$ cat src/rtl/ddp_pkg.sv
// ----------------------------------------------------------------------------
// ddp_pkg
// types and constants shared by the door drive profile block
// ----------------------------------------------------------------------------
package ddp_pkg;

    localparam int MAG_W   = 15;
    localparam int SPEED_W = 16;
    localparam int PHASE_W = 4;
    localparam int ADDR_W  = 3;
    localparam int DATA_W  = 32;

    localparam logic [MAG_W-1:0] LOW_SPEED_RESET  = 15'd100;
    localparam logic [MAG_W-1:0] HIGH_SPEED_RESET = 15'd1000;

    // register index taken from the word address bit
    localparam logic REG_LOW_SPEED  = 1'b0;
    localparam logic REG_HIGH_SPEED = 1'b1;

    typedef enum logic [PHASE_W-1:0] {
        PH_HOMING     = 4'd0,
        PH_OPEN       = 4'd1,
        PH_CLOSED     = 4'd2,
        PH_ACC_POS    = 4'd3,
        PH_ACC_NEG    = 4'd4,
        PH_CRUISE_POS = 4'd5,
        PH_CRUISE_NEG = 4'd6,
        PH_DEC_POS    = 4'd7,
        PH_DEC_NEG    = 4'd8
    } phase_t;

    typedef struct packed {
        logic close_request;
        logic open_end_switch;
        logic open_near_switch;
        logic close_near_switch;
        logic close_end_switch;
    } ddp_item_t;

    typedef struct packed {
        logic [MAG_W-1:0] low_speed;
        logic [MAG_W-1:0] high_speed;
    } ddp_cfg_t;

endpackage

$ cat src/rtl/ddp_ifs.sv
// ----------------------------------------------------------------------------
// ddp interfaces
// valid/ready channels for switch ticks in and phase/speed results out
// ----------------------------------------------------------------------------
interface ddp_in_if;
    logic valid;
    logic ready;
    logic close_request;
    logic open_end_switch;
    logic open_near_switch;
    logic close_near_switch;
    logic close_end_switch;

    modport source (
        output valid, close_request, open_end_switch, open_near_switch,
               close_near_switch, close_end_switch,
        input  ready
    );
    modport sink (
        input  valid, close_request, open_end_switch, open_near_switch,
               close_near_switch, close_end_switch,
        output ready
    );
endinterface

interface ddp_out_if;
    logic              valid;
    logic              ready;
    logic [3:0]        phase_code;
    logic signed [15:0] drive_speed;

    modport source (
        output valid, phase_code, drive_speed,
        input  ready
    );
    modport sink (
        input  valid, phase_code, drive_speed,
        output ready
    );
endinterface

$ cat src/rtl/ddp_cfg.sv
// ----------------------------------------------------------------------------
// ddp_cfg
// apb register file holding the slow and fast speed magnitudes
// ----------------------------------------------------------------------------
module ddp_cfg (
    input  logic                        clk,
    input  logic                        rst_n,
    input  logic                        psel,
    input  logic                        penable,
    input  logic                        pwrite,
    input  logic [ddp_pkg::ADDR_W-1:0]  paddr,
    input  logic [ddp_pkg::DATA_W-1:0]  pwdata,
    output logic [ddp_pkg::DATA_W-1:0]  prdata,
    output logic                        pready,
    output ddp_pkg::ddp_cfg_t           cfg
);
    import ddp_pkg::*;

    logic [MAG_W-1:0] low_reg;
    logic [MAG_W-1:0] low_next;
    logic [MAG_W-1:0] high_reg;
    logic [MAG_W-1:0] high_next;
    logic             wr_en;
    logic             reg_sel;

    assign pready  = 1'b1;
    assign wr_en   = psel & penable & pwrite & pready;
    assign reg_sel = paddr[2];

    always_comb
    begin
        low_next  = low_reg;
        high_next = high_reg;
        if (wr_en)
        begin
            case (reg_sel)
                REG_LOW_SPEED:  low_next  = pwdata[MAG_W-1:0];
                REG_HIGH_SPEED: high_next = pwdata[MAG_W-1:0];
                default:        low_next  = low_reg;
            endcase
        end
    end

    always_ff @(posedge clk or negedge rst_n)
    begin
        if (!rst_n)
        begin
            low_reg  <= LOW_SPEED_RESET;
            high_reg <= HIGH_SPEED_RESET;
        end
        else
        begin
            low_reg  <= low_next;
            high_reg <= high_next;
        end
    end

    always_comb
    begin
        case (reg_sel)
            REG_LOW_SPEED:  prdata = {{(DATA_W-MAG_W){1'b0}}, low_reg};
            REG_HIGH_SPEED: prdata = {{(DATA_W-MAG_W){1'b0}}, high_reg};
            default:        prdata = '0;
        endcase
    end

    assign cfg.low_speed  = low_reg;
    assign cfg.high_speed = high_reg;

endmodule

$ cat src/rtl/ddp_in_stage.sv
// ----------------------------------------------------------------------------
// ddp_in_stage
// input register for one tick of switch levels
// ----------------------------------------------------------------------------
module ddp_in_stage (
    input  logic               clk,
    input  logic               rst_n,
    ddp_in_if.sink             item_in,
    input  logic               take,
    output logic               item_valid,
    output ddp_pkg::ddp_item_t item
);
    import ddp_pkg::*;

    logic      valid_reg;
    logic      valid_next;
    ddp_item_t item_reg;
    logic      accept;

    // slot frees up in the same cycle the fsm consumes it
    assign item_in.ready = !valid_reg || take;
    assign accept        = item_in.valid && item_in.ready;

    always_comb
    begin
        if (accept)
            valid_next = 1'b1;
        else if (take)
            valid_next = 1'b0;
        else
            valid_next = valid_reg;
    end

    always_ff @(posedge clk or negedge rst_n)
    begin
        if (!rst_n)
            valid_reg <= 1'b0;
        else
            valid_reg <= valid_next;
    end

    always_ff @(posedge clk)
    begin
        if (accept)
        begin
            item_reg.close_request     <= item_in.close_request;
            item_reg.open_end_switch   <= item_in.open_end_switch;
            item_reg.open_near_switch  <= item_in.open_near_switch;
            item_reg.close_near_switch <= item_in.close_near_switch;
            item_reg.close_end_switch  <= item_in.close_end_switch;
        end
    end

    assign item_valid = valid_reg;
    assign item       = item_reg;

endmodule

$ cat src/rtl/ddp_fsm.sv
// ----------------------------------------------------------------------------
// ddp_fsm
// motion phase machine; phase and speed registers double as the result beat
// ----------------------------------------------------------------------------
module ddp_fsm (
    input  logic               clk,
    input  logic               rst_n,
    input  logic               item_valid,
    input  ddp_pkg::ddp_item_t item,
    input  ddp_pkg::ddp_cfg_t  cfg,
    output logic               take,
    ddp_out_if.source          result_out
);
    import ddp_pkg::*;

    phase_t                    phase_reg;
    phase_t                    phase_next;
    logic signed [SPEED_W-1:0] speed_reg;
    logic signed [SPEED_W-1:0] speed_next;
    logic                      out_valid_reg;
    logic                      out_valid_next;
    logic signed [SPEED_W-1:0] low_pos;
    logic signed [SPEED_W-1:0] high_pos;
    logic                      to_close;

    assign low_pos  = $signed({1'b0, cfg.low_speed});
    assign high_pos = $signed({1'b0, cfg.high_speed});
    assign to_close = item.close_request;

    assign take = item_valid && (!out_valid_reg || result_out.ready);

    // next phase; direction is tested before the switches
    always_comb
    begin
        phase_next = phase_reg;
        case (phase_reg)
            PH_HOMING:
                if (to_close)
                begin
                    if (item.close_end_switch)
                        phase_next = PH_CLOSED;
                end
                else if (item.open_end_switch)
                    phase_next = PH_OPEN;
            PH_OPEN:
                if (to_close)
                    phase_next = PH_ACC_NEG;
            PH_CLOSED:
                if (!to_close)
                    phase_next = PH_ACC_POS;
            PH_ACC_POS:
                if (to_close)
                    phase_next = PH_DEC_NEG;
                else if (item.close_near_switch)
                    phase_next = PH_CRUISE_POS;
            PH_ACC_NEG:
                if (!to_close)
                    phase_next = PH_DEC_POS;
                else if (item.open_near_switch)
                    phase_next = PH_CRUISE_NEG;
            PH_CRUISE_POS:
                if (to_close)
                    phase_next = PH_CRUISE_NEG;
                else if (item.open_near_switch)
                    phase_next = PH_DEC_POS;
            PH_CRUISE_NEG:
                if (!to_close)
                    phase_next = PH_CRUISE_POS;
                else if (item.close_near_switch)
                    phase_next = PH_DEC_NEG;
            PH_DEC_POS:
                if (to_close)
                    phase_next = PH_ACC_NEG;
                else if (item.open_end_switch)
                    phase_next = PH_OPEN;
            PH_DEC_NEG:
                if (!to_close)
                    phase_next = PH_ACC_POS;
                else if (item.close_end_switch)
                    phase_next = PH_CLOSED;
            default:
                phase_next = phase_reg;
        endcase
    end

    // speed: entry value of the new phase, homing drive, or held
    always_comb
    begin
        if (phase_reg == PH_HOMING)
            speed_next = to_close ? -low_pos : low_pos;
        else
            speed_next = speed_reg;
        if (phase_next != phase_reg)
        begin
            case (phase_next)
                PH_OPEN, PH_CLOSED: speed_next = '0;
                PH_ACC_POS:         speed_next = high_pos;
                PH_ACC_NEG:         speed_next = -high_pos;
                PH_DEC_POS:         speed_next = low_pos;
                PH_DEC_NEG:         speed_next = -low_pos;
                default:            ;
            endcase
        end
    end

    always_comb
    begin
        if (take)
            out_valid_next = 1'b1;
        else if (result_out.ready)
            out_valid_next = 1'b0;
        else
            out_valid_next = out_valid_reg;
    end

    always_ff @(posedge clk or negedge rst_n)
    begin
        if (!rst_n)
        begin
            phase_reg     <= PH_HOMING;
            speed_reg     <= '0;
            out_valid_reg <= 1'b0;
        end
        else
        begin
            out_valid_reg <= out_valid_next;
            if (take)
            begin
                phase_reg <= phase_next;
                speed_reg <= speed_next;
            end
        end
    end

    assign result_out.valid       = out_valid_reg;
    assign result_out.phase_code  = phase_reg;
    assign result_out.drive_speed = speed_reg;

endmodule

$ cat src/rtl/door_drive_profile_fsm.sv
// ----------------------------------------------------------------------------
// door_drive_profile_fsm
// door drive motion phase machine with programmable slow and fast speeds
//
//   channel      dir  beat contents
//   item_in      in   close_request, four position switch levels
//   result_out   out  phase_code, drive_speed after the tick
//   apb          in   low_speed at 0x0, high_speed at 0x4
//
// one tick per cycle sustained while result beats are taken; a tick is
// loaded into the input register at the accepting edge and then into the
// phase/speed register (the result beat) when the machine takes it
// the phase/speed register is also the result beat, so a stalled result
// holds the machine while the input register can still take one more tick
// reset puts the machine in homing at speed zero, speeds at 100 and 1000
// ----------------------------------------------------------------------------
module door_drive_profile_fsm (
    input  logic                        clk,
    input  logic                        rst_n,
    ddp_in_if.sink                      item_in,
    ddp_out_if.source                   result_out,
    input  logic                        psel,
    input  logic                        penable,
    input  logic                        pwrite,
    input  logic [ddp_pkg::ADDR_W-1:0]  paddr,
    input  logic [ddp_pkg::DATA_W-1:0]  pwdata,
    output logic [ddp_pkg::DATA_W-1:0]  prdata,
    output logic                        pready
);
    import ddp_pkg::*;

    ddp_cfg_t  cfg;
    ddp_item_t item;
    logic      item_valid;
    logic      take;

    ddp_cfg u_cfg (
        .clk     (clk),
        .rst_n   (rst_n),
        .psel    (psel),
        .penable (penable),
        .pwrite  (pwrite),
        .paddr   (paddr),
        .pwdata  (pwdata),
        .prdata  (prdata),
        .pready  (pready),
        .cfg     (cfg)
    );

    ddp_in_stage u_in (
        .clk        (clk),
        .rst_n      (rst_n),
        .item_in    (item_in),
        .take       (take),
        .item_valid (item_valid),
        .item       (item)
    );

    ddp_fsm u_fsm (
        .clk        (clk),
        .rst_n      (rst_n),
        .item_valid (item_valid),
        .item       (item),
        .cfg        (cfg),
        .take       (take),
        .result_out (result_out)
    );

endmodule

$ cat src/flat_wrapper.sv
// flat-port wrapper written by rule: the top's interface ports become plain ports
module door_drive_profile_fsm_flat import ddp_pkg::*;
  (clk, rst_n, psel, penable, pwrite, paddr, pwdata, prdata, pready, item_in_valid, item_in_close_request, item_in_open_end_switch, item_in_open_near_switch, item_in_close_near_switch, item_in_close_end_switch, item_in_ready, result_out_valid, result_out_phase_code, result_out_drive_speed, result_out_ready);
  ddp_in_if item_in_i ();
  ddp_out_if result_out_i ();
  input  logic clk;
  input  logic rst_n;
  input  logic psel;
  input  logic penable;
  input  logic pwrite;
  input  logic [ddp_pkg::ADDR_W-1:0] paddr;
  input  logic [ddp_pkg::DATA_W-1:0] pwdata;
  output logic [ddp_pkg::DATA_W-1:0] prdata;
  output logic pready;
  input wire logic [$bits(item_in_i.valid)-1:0] item_in_valid;
  input wire logic [$bits(item_in_i.close_request)-1:0] item_in_close_request;
  input wire logic [$bits(item_in_i.open_end_switch)-1:0] item_in_open_end_switch;
  input wire logic [$bits(item_in_i.open_near_switch)-1:0] item_in_open_near_switch;
  input wire logic [$bits(item_in_i.close_near_switch)-1:0] item_in_close_near_switch;
  input wire logic [$bits(item_in_i.close_end_switch)-1:0] item_in_close_end_switch;
  output wire logic [$bits(item_in_i.ready)-1:0] item_in_ready;
  output wire logic [$bits(result_out_i.valid)-1:0] result_out_valid;
  output wire logic [$bits(result_out_i.phase_code)-1:0] result_out_phase_code;
  output wire logic [$bits(result_out_i.drive_speed)-1:0] result_out_drive_speed;
  input wire logic [$bits(result_out_i.ready)-1:0] result_out_ready;
  assign item_in_i.valid = item_in_valid;
  assign item_in_i.close_request = item_in_close_request;
  assign item_in_i.open_end_switch = item_in_open_end_switch;
  assign item_in_i.open_near_switch = item_in_open_near_switch;
  assign item_in_i.close_near_switch = item_in_close_near_switch;
  assign item_in_i.close_end_switch = item_in_close_end_switch;
  assign item_in_ready = item_in_i.ready;
  assign result_out_valid = result_out_i.valid;
  assign result_out_phase_code = result_out_i.phase_code;
  assign result_out_drive_speed = result_out_i.drive_speed;
  assign result_out_i.ready = result_out_ready;
  door_drive_profile_fsm u_core (.clk(clk), .rst_n(rst_n), .item_in(item_in_i), .result_out(result_out_i), .psel(psel), .penable(penable), .pwrite(pwrite), .paddr(paddr), .pwdata(pwdata), .prdata(prdata), .pready(pready));
endmodule
$ cat config.mk
export PLATFORM = sky130hd
export DESIGN_NAME = door_drive_profile_fsm_flat
export DESIGN_NICKNAME = d
export VERILOG_FILES = /design/src/rtl/ddp_pkg.sv /design/src/rtl/ddp_ifs.sv /design/src/rtl/ddp_cfg.sv /design/src/rtl/ddp_in_stage.sv /design/src/rtl/ddp_fsm.sv /design/src/rtl/door_drive_profile_fsm.sv /design/src/flat_wrapper.sv
export SDC_FILE = /design/constraint.sdc
export NUM_CORES = 1
export LEC_CHECK = 0
export ABC_AREA = 1
export BUFFER_PORTS_ARGS = -buffer_cell sky130_fd_sc_hd__buf_2
export CORE_MARGIN = 5
export CORE_UTILIZATION = 47
export CTS_CLUSTER_DIAMETER = 200
export DETAILED_ROUTE_END_ITERATION = 7
export GPL_TIMING_DRIVEN = 0
export PLACE_DENSITY_LB_ADDON = 0.05
export RECOVER_POWER = 25
export SLEW_MARGIN = 20
export SYNTH_ARGS = -nofsm -noshare
export SYNTH_HDL_FRONTEND = slang
export SYNTH_HIERARCHICAL = 1
export SYNTH_SLANG_ARGS = --single-unit
export TNS_END_PERCENT = 30
$ cat constraint.sdc
create_clock -name clk -period 2 [get_ports clk]
set_clock_uncertainty 0.1 [all_clocks]
set_input_delay 0.4 -clock clk [delete_from_list [all_inputs] [get_ports clk]]
set_output_delay 0.4 -clock clk [all_outputs]
set_load 0.02 [all_outputs]
==> results of run 1 <==
placed cells by master, fill, tap and decap left out, types with 4 or more instances in the layout:
| cell type | n |
|---|---|
| dfrtp_1 | 38 |
| nor3_1 | 4 |
| dfrtp_2 | 5 |
| nor2_1 | 49 |
| nor2_2 | 7 |
| inv_1 | 41 |
| nor2_4 | 13 |
| nand4_1 | 8 |
| buf_4 | 49 |
| a21oi_1 | 16 |
| conb_1 | 18 |
| nand3_2 | 19 |
| clkbuf_8 | 10 |
| o21ai_1 | 6 |
| nand2_1 | 258 |
| o21ai_0 | 45 |
| buf_6 | 14 |
| inv_2 | 9 |
| o211ai_1 | 5 |
| edfxtp_1 | 5 |
| nand2_2 | 16 |
| dfstp_2 | 9 |
| o22ai_1 | 5 |
| nand2_4 | 10 |
| nand3_1 | 76 |
| buf_2 | 71 |
| clkbuf_1 | 12 |
| xor2_1 | 15 |
cells in the mapped netlist (2+ instances only):
| cell | count |
|---|---|
| nand4_2 | 3 |
| nand2_4 | 2 |
| edfxtp_1 | 5 |
| nand3_1 | 94 |
| xor2_1 | 15 |
| nand4_1 | 8 |
| a21oi_1 | 18 |
| nor4_1 | 2 |
| conb_1 | 2 |
| o22ai_1 | 5 |
| o21ai_1 | 2 |
| nand3_2 | 2 |
| xnor2_1 | 3 |
| ha_1 | 2 |
| inv_2 | 8 |
| a31oi_1 | 2 |
| nor2_1 | 60 |
| dfrtp_1 | 43 |
| buf_2 | 15 |
| o21ai_0 | 51 |
| nor2_2 | 6 |
| dfstp_2 | 9 |
| nand2_1 | 274 |
| o211ai_1 | 5 |
| buf_6 | 3 |
| a22oi_1 | 3 |
| nand2_2 | 8 |
| nor2_4 | 3 |
| nor3_1 | 7 |
| or2_2 | 2 |
| inv_1 | 47 |
| buf_4 | 22 |
| clkbuf_1 | 9 |
kinds of logic (layout without fill, tap and decap cells):
kind of cell             after synthesis  after routing  synth area share (%)
AO/OA/AOI/OAI                         88             88                  10.4
flip-flops                            57             57                  30.9
buffers and inverters                104            220                  10.9
XOR/XNOR                              18             18                  3.33
AND/OR/NAND/NOR                      473            473                  43.8
adder cells (fa/ha/maj)                2              2                 0.529
other                                  2             18                 0.159
power breakdown:
part           total (µW)  switching, µW  internal, µW
Sequential           1970            415          1550
Combinational        8010           4800          3220
Clock                1320            460           864
Total               11300           5670          5630
area by class of cell:
type                       instances  area [µm²]
fill                             945        3600
multi-input combinational        599        3120
sequential                        57        1470
timing repair buffer             100         641
buffer                            49         357
inverter                          55         223
tap                              133         166
clock buffer                      13         149
clock inverter                     3        90.1
through the flow:
step | cells | setup slack (ns)
floorplan | 760 | -0.150
global placement | 957 | -0.707
detailed placement | 957 | -0.666
CTS | 988 | -0.375
global route | 1009 | -0.514
finish | 1009 | -0.399
critical path: cells and delay by family (launching register included):
kind | cells | cell delay [ns]
AO/OA/AOI/OAI | 1 | 0.25
buffers and inverters | 3 | 0.39
flip-flops | 1 | 0.49
AND/OR/NAND/NOR | 12 | 1.05
layer usage:
layer  vias to the layer above  share of wire [%]
li1                       2637                  -
met1                      2466                 46
met2                       269                 44
met3                        24                8.5
met4                         0                1.7
met5                         -                  0
final timing paths:
| kind | end | slack [ns] | depth (start not counted) |
|---|---|---|---|
| max in group asynchronous | u_core/u_cfg/low_reg[0]$_DFFE_PN0P_ | 0.68 | 1 |
| min | u_core/u_in/item[1]$_DFFE_PP_ | 0.13 | 1 |
| min in group asynchronous | u_core/u_in/item_valid$_DFFE_PN0P_ | 0.24 | 1 |
| max | u_core/u_fsm/result_out.drive_speed[14]$_DFFE_PN0P_ | -0.40 | 16 |
| max reg2reg | u_core/u_fsm/result_out.drive_speed[14]$_DFFE_PN0P_ | -0.40 | 16 |
| min reg2reg | u_core/u_cfg/high_reg[7]$_DFFE_PN1P_ | 0.40 | 2 |
repair_timing:
action / in CTS / in global routing
endpoints found under the setup margin: 22 / 22
resized for setup: 34 / 82
buffers inserted: 14 / 20
pin swaps: 12 / 43
cloned: 1 / 1
==> flow_metrics.tcl, run 1 <==
set metrics [dict create \
    start_util_pct 48.2 \
    gr-usage-met3_pct 5.36 \
    cts_root_buffer "clkbuf_8" \
    start_kind "flip-flop" \
    synth_seq_cells 57 \
    overflow 0 \
    grt_pass1_wl_um 24000 \
    io_buffers 64 \
    hp-class "in -> reg" \
    fmax_mhz 417 \
    place.gp.congestion 0.924 \
    syn_area_per_cell_um2 6.36 \
    grt.total_usage_pct 25.7 \
    netlist_area_um2 4730 \
    wl_um 15700 \
    setup_slack_ns -0.399 \
    synth_top_cell_area_share_pct 22.7 \
    wl_per_cell_um 15.5 \
    grt_antenna_before_repair 0 \
    p_per_area_nw_per_um2 1820 \
    ys_types 37 \
    r2r_start "u_core/u_fsm/result_out.phase_code[2]$_DFFE_PN0P_" \
    rsz0062_at_grt "true" \
    grt_pass1_vias 4784 \
    path_common_cell "nand3_2" \
    die_w_um 110 \
    setup_viol 16 \
    required_ns 2.14 \
    antennaDiodeCount 0 \
    antenna_left 0 \
    die_h_um 110 \
    placed_area_um2 5300 \
    critPathMaxStageDelay_ns 0.49 \
    crit_fanout 7 \
    first_iter_violations 430 \
    synth_top_cell_by_area "dfrtp_1" \
    die_area_um2 12200 \
    crit_slowest_cell "dfrtp_2" \
    ys_seq_area_share_pct 30.9 \
    drv_slew 0 \
    slew-limit-headroom_pct 12.6 \
    irDropWorstVdd_v 0.000842 \
    num_vias 5396 \
    grt_start_max_net_pins 53 \
    routed_via_density 5.35 \
    min-delay-start "item_in_close_near_switch" \
    cts_buffers 9 \
    async_flop_share_pct 91.2 \
    largest_reg_flops 16 \
    use_met2_pct 38.6 \
    fin_crit_sh_pct 120 \
    whs_ns 0.127 \
    synth-edff-count 5 \
    clk_latency_ns 0.35 \
    firstDrtPassIters 5 \
    failed_checks "negative setup slack" \
    finalPower_uw 11300 \
    cts_tree "built" \
    arrival_ns 2.54 \
    crit_chain "clkinv_4, nor2_4, buf_4, nand3_2, nand2_1, nor2_2, nand3_2, a21oi_4, nand2_2, nand2_4, nor2_4, nor2_8, buf_12, nand3_2, nand3_1, nand2_1" \
    io_pins 102 \
    grt-busiest-layer "met2" \
    clock_path_buffers 2 \
    final_area_um2 6220 \
    place_hpwl_um 11400 \
    worst_pin_slew_ns 1.31 \
    hold_viol_final 0 \
    fin_util_pct 63.3 \
    finalSetupTns_ns -6.03 \
    maxCapViolCount 0 \
    area.growth.synth_to_final_pct 31.4 \
    path_class "reg -> reg" \
    ys_warn_count 6 \
    synthCells 744 \
    setup.worst_path.start "u_core/u_fsm/result_out.phase_code[2]$_DFFE_PN0P_" \
    core-area_um2 9820 \
    drc_errors 0 \
    hold_buffers 0 \
    cts-htree-levels 3 \
    row_count 36 \
    drive_above_1_share_pct 30.0 \
    yosys-top-cells-area "dfrtp_1, nand2_1, nand3_1" \
    p_leak_uw 0.00321 \
    synth_flop_cell "dfrtp_1" \
    clk_pin_slew_worst_paths_ns 0.06 \
    period_needed_ns 2.40 \
    grtUsageMet1_pct 37.5 \
    status "complete, but fails checks" \
    clkSinkCount 57 \
    crit_path_end_kind "flip-flop" \
    finalNetCount 920 \
]
(Power assumes the default switching activity.)
==> run 2, diff against run 1 <==
--- a/config.mk
+++ b/config.mk
@@ -14,6 +14,7 @@
 export GPL_TIMING_DRIVEN = 0
 export PLACE_DENSITY_LB_ADDON = 0.05
 export RECOVER_POWER = 25
+export SKIP_LAST_GASP = 1
 export SLEW_MARGIN = 20
 export SYNTH_ARGS = -nofsm -noshare
 export SYNTH_HDL_FRONTEND = slang
==> constraint.sdc (replaced) <==
create_clock -name clk -period 2 [get_ports clk]
set_clock_uncertainty 0.1 [all_clocks]
set_input_delay 0.4 -clock clk [delete_from_list [all_inputs] [get_ports clk]]
set_output_delay 0.4 -clock clk [all_outputs]
set_load 0.01 [all_outputs]
==> run 2 against run 1 <==
  * The flow still finishes with violations (negative setup slack)
  * Highest routed layer unchanged
  * Sequential power about the same
  * Critical path type unchanged
  * Die area is the same
  * Critical endpoint is now u_core/u_fsm/result_out.drive_speed[8]$_DFFE_PN0P_
  * Final cell count down 0.89%
==> flow_metrics.tcl, run 2 (synthesized netlist as in run 1, its figures left out) <==
set metrics [dict create \
    final_area_um2 6040 \
    die_area_um2 12200 \
    cp-endpoint "u_core/u_fsm/result_out.drive_speed[8]$_DFFE_PN0P_" \
    place.gp.congestion 0.936 \
    timing.rr.end "u_core/u_fsm/result_out.drive_speed[8]$_DFFE_PN0P_" \
    period_needed_ns 2.40 \
    grt_pass1_wl_um 24000 \
    cp.depth 15 \
    hp-class "in -> reg" \
    stdcell_count 1000 \
    finalNetCount 911 \
    nFillCells 963 \
    routed_via_density 5.23 \
    clock_path_buffers 2 \
    multi_input_area_um2 3070 \
    grt-busiest-layer "met1" \
    arrival_ns 2.54 \
    layout_common_cells "nand2_1, nand3_1, buf_2, o21ai_0, nor2_1" \
    start_util_pct 48.2 \
    dp_slack_ns -0.613 \
    overflow 0 \
    r2r_start "u_core/u_fsm/result_out.phase_code[0]$_DFFE_PN0P_" \
    crit_path_end_kind "flip-flop" \
    r2r_slack_ns -0.40 \
    status "complete, but fails checks" \
    place_hpwl_um 11300 \
    cts_root_buffer "clkbuf_8" \
    critPathBufInv 3 \
    failed_checks "negative setup slack" \
    final_common_cell "nand2_1" \
    clkSinkCount 57 \
    path_class "reg -> reg" \
    crit_chain "buf_8, nand2_8, nor2_4, buf_4, nand2_1, nand2_1, nor2_1, nand4_1, nand3_4, nand2_4, o21ai_4, buf_6, nand2_1, nand3_2, nand2_1" \
    gr-usage-met3_pct 5.24 \
    setup_viol 22 \
    drv_slew 0 \
    die_h_um 110 \
    num_vias 5234 \
    row_count 36 \
    min-delay-start "item_in_open_near_switch" \
    cts_tree "built" \
    crit_slowest_cell "dfrtp_2" \
    core-area_um2 9820 \
    regArea_um2 1470 \
    die_w_um 110 \
    p_leak_uw 0.00309 \
    antennaDiodeCount 0 \
    fin_util_pct 61.5 \
    area.growth.synth_to_final_pct 27.6 \
    wl_um 15200 \
    cts_buffers 9 \
    grt.total_usage_pct 25.6 \
    slew-limit-headroom_pct 52.6 \
    worst_pin_slew_ns 0.706 \
    clk_pin_slew_worst_paths_ns 0.07 \
    placedCellCount 957 \
    fin_crit_sh_pct 120 \
    clk_latency_ns 0.35 \
    wl_per_cell_um 15.2 \
    maxCapViolCount 0 \
    path_common_cell "nand2_1" \
    placed_area_um2 5290 \
    cts-htree-levels 3 \
    grt_pass1_vias 4728 \
    fmax_mhz 417 \
    required_ns 2.14 \
    crit_fanout 8 \
    irDropWorstVdd_v 0.000740 \
    grt_start_max_net_pins 53 \
    rsz0062_at_grt "true" \
    use_met2_pct 37.4 \
    setup_slack_ns -0.397 \
    grtUsageMet1_pct 37.6 \
    antenna_left 0 \
    start_kind "flip-flop" \
    critPathMaxStageDelay_ns 0.45 \
    p_per_area_nw_per_um2 1770 \
    hold_viol_final 0 \
    drc_errors 0 \
    io_buffers 64 \
    ff2ff_path_depth 15 \
    first_iter_violations 382 \
    io_pins 102 \
    firstDrtPassIters 5 \
    largest_reg_flops 16 \
    cp_top_family "simple AND/OR/NAND/NOR gates" \
    drive_above_1_share_pct 27.2 \
    grt_antenna_before_repair 0 \
    setup.worst_path.start "u_core/u_fsm/result_out.phase_code[0]$_DFFE_PN0P_" \
]
==> run 2: cell types whose count changed in the layout (fill, tap and decap cells not counted), moves of 3 or more <==
cell,previous run,this run
clkinvlp_4,1,4
buf_2,71,67
o21ai_1,6,3
nand3_1,76,80
o21ai_0,45,50
clkbuf_1,12,15
nand2_1,258,262
inv_2,9,6
nand2_2,16,11
buf_4,49,39
nand3_2,19,15
==> run 2: how the worst min path moves through the flow <==
stage | to | slack (ns) | depth (start not counted)
3_3_place_gp | u_core/u_fsm/result_out.valid$_DFFE_PN0P_ | 0.38 | 2
3_5_place_dp | u_core/u_in/item_valid$_DFFE_PN0P_ | 0.38 | 1
5_1_grt | u_core/u_in/item[1]$_DFFE_PP_ | 0.12 | 1
2_1_floorplan | u_core/u_cfg/high_reg[0]$_DFFE_PN0P_ | 0.004 | 0
6_report | u_core/u_in/item[2]$_DFFE_PP_ | 0.13 | 1
4_1_cts | u_core/u_in/item[2]$_DFFE_PP_ | 0.11 | 1
==> run 2: worst reg2reg max path: stages, from the launching register on <==
cell	delay [ns]
dfrtp_2	0.45
buf_8	0.17
nand2_8	0.09
nor2_4	0.06
buf_4	0.14
nand2_1	0.06
nand2_1	0.05
nor2_1	0.10
nand4_1	0.18
nand3_4	0.17
nand2_4	0.09
o21ai_4	0.30
buf_6	0.18
nand2_1	0.07
nand3_2	0.08
nand2_1	0.05
==> run 2: power breakdown <==
group          leakage, µW  switching (µW)  internal [µW]
clock network     0.000105             510            675
registers         0.000671             410           1550
logic              0.00232            4480           3030
==> run 2: final cells by class <==
| class | instances | share of cell area, % |
|---|---|---|
| multi-input cells | 599 | 50.8 |
| flip-flops and latches | 57 | 24.3 |
| repair buffers | 90 | 8.95 |
| plain buffers | 49 | 5.72 |
| inverters | 55 | 3.73 |
| well taps | 133 | 2.76 |
| clock buffers | 12 | 2.74 |
| clock inverters | 4 | 0.829 |
| repair inverters | 1 | 0.124 |
==> run 2: repair_timing <==
action,4_1_cts,5_1_grt
pin swaps,8,29
cloned,0,3
setup endpoints to repair,22,24
buffers inserted,14,9
hold buffers,1,0
gates resized for setup,25,74
endpoints found under the hold margin,7,0
==> run 2: per-layer routing <==
layer	share of wire (%)	vias up
met2	43	233
met1	47	2356
met5	0	-
met4	1.6	0
met3	8.9	21
li1	-	2624
==> run 2: through the flow <==
| step | hold slack [ns] | TNS (ns) | total power (µW) |
|---|---|---|---|
| final | 0.130 | -6.23 | 10700 |
| after floorplan | 0.00441 | -1.47 | 6200 |
| after global placement | 0.379 | -10.08 | 7650 |
| after global routing | 0.121 | -9.75 | 11400 |
| after CTS | 0.108 | -5.59 | 9580 |
| after detailed placement | 0.380 | -9.96 | 7720 |
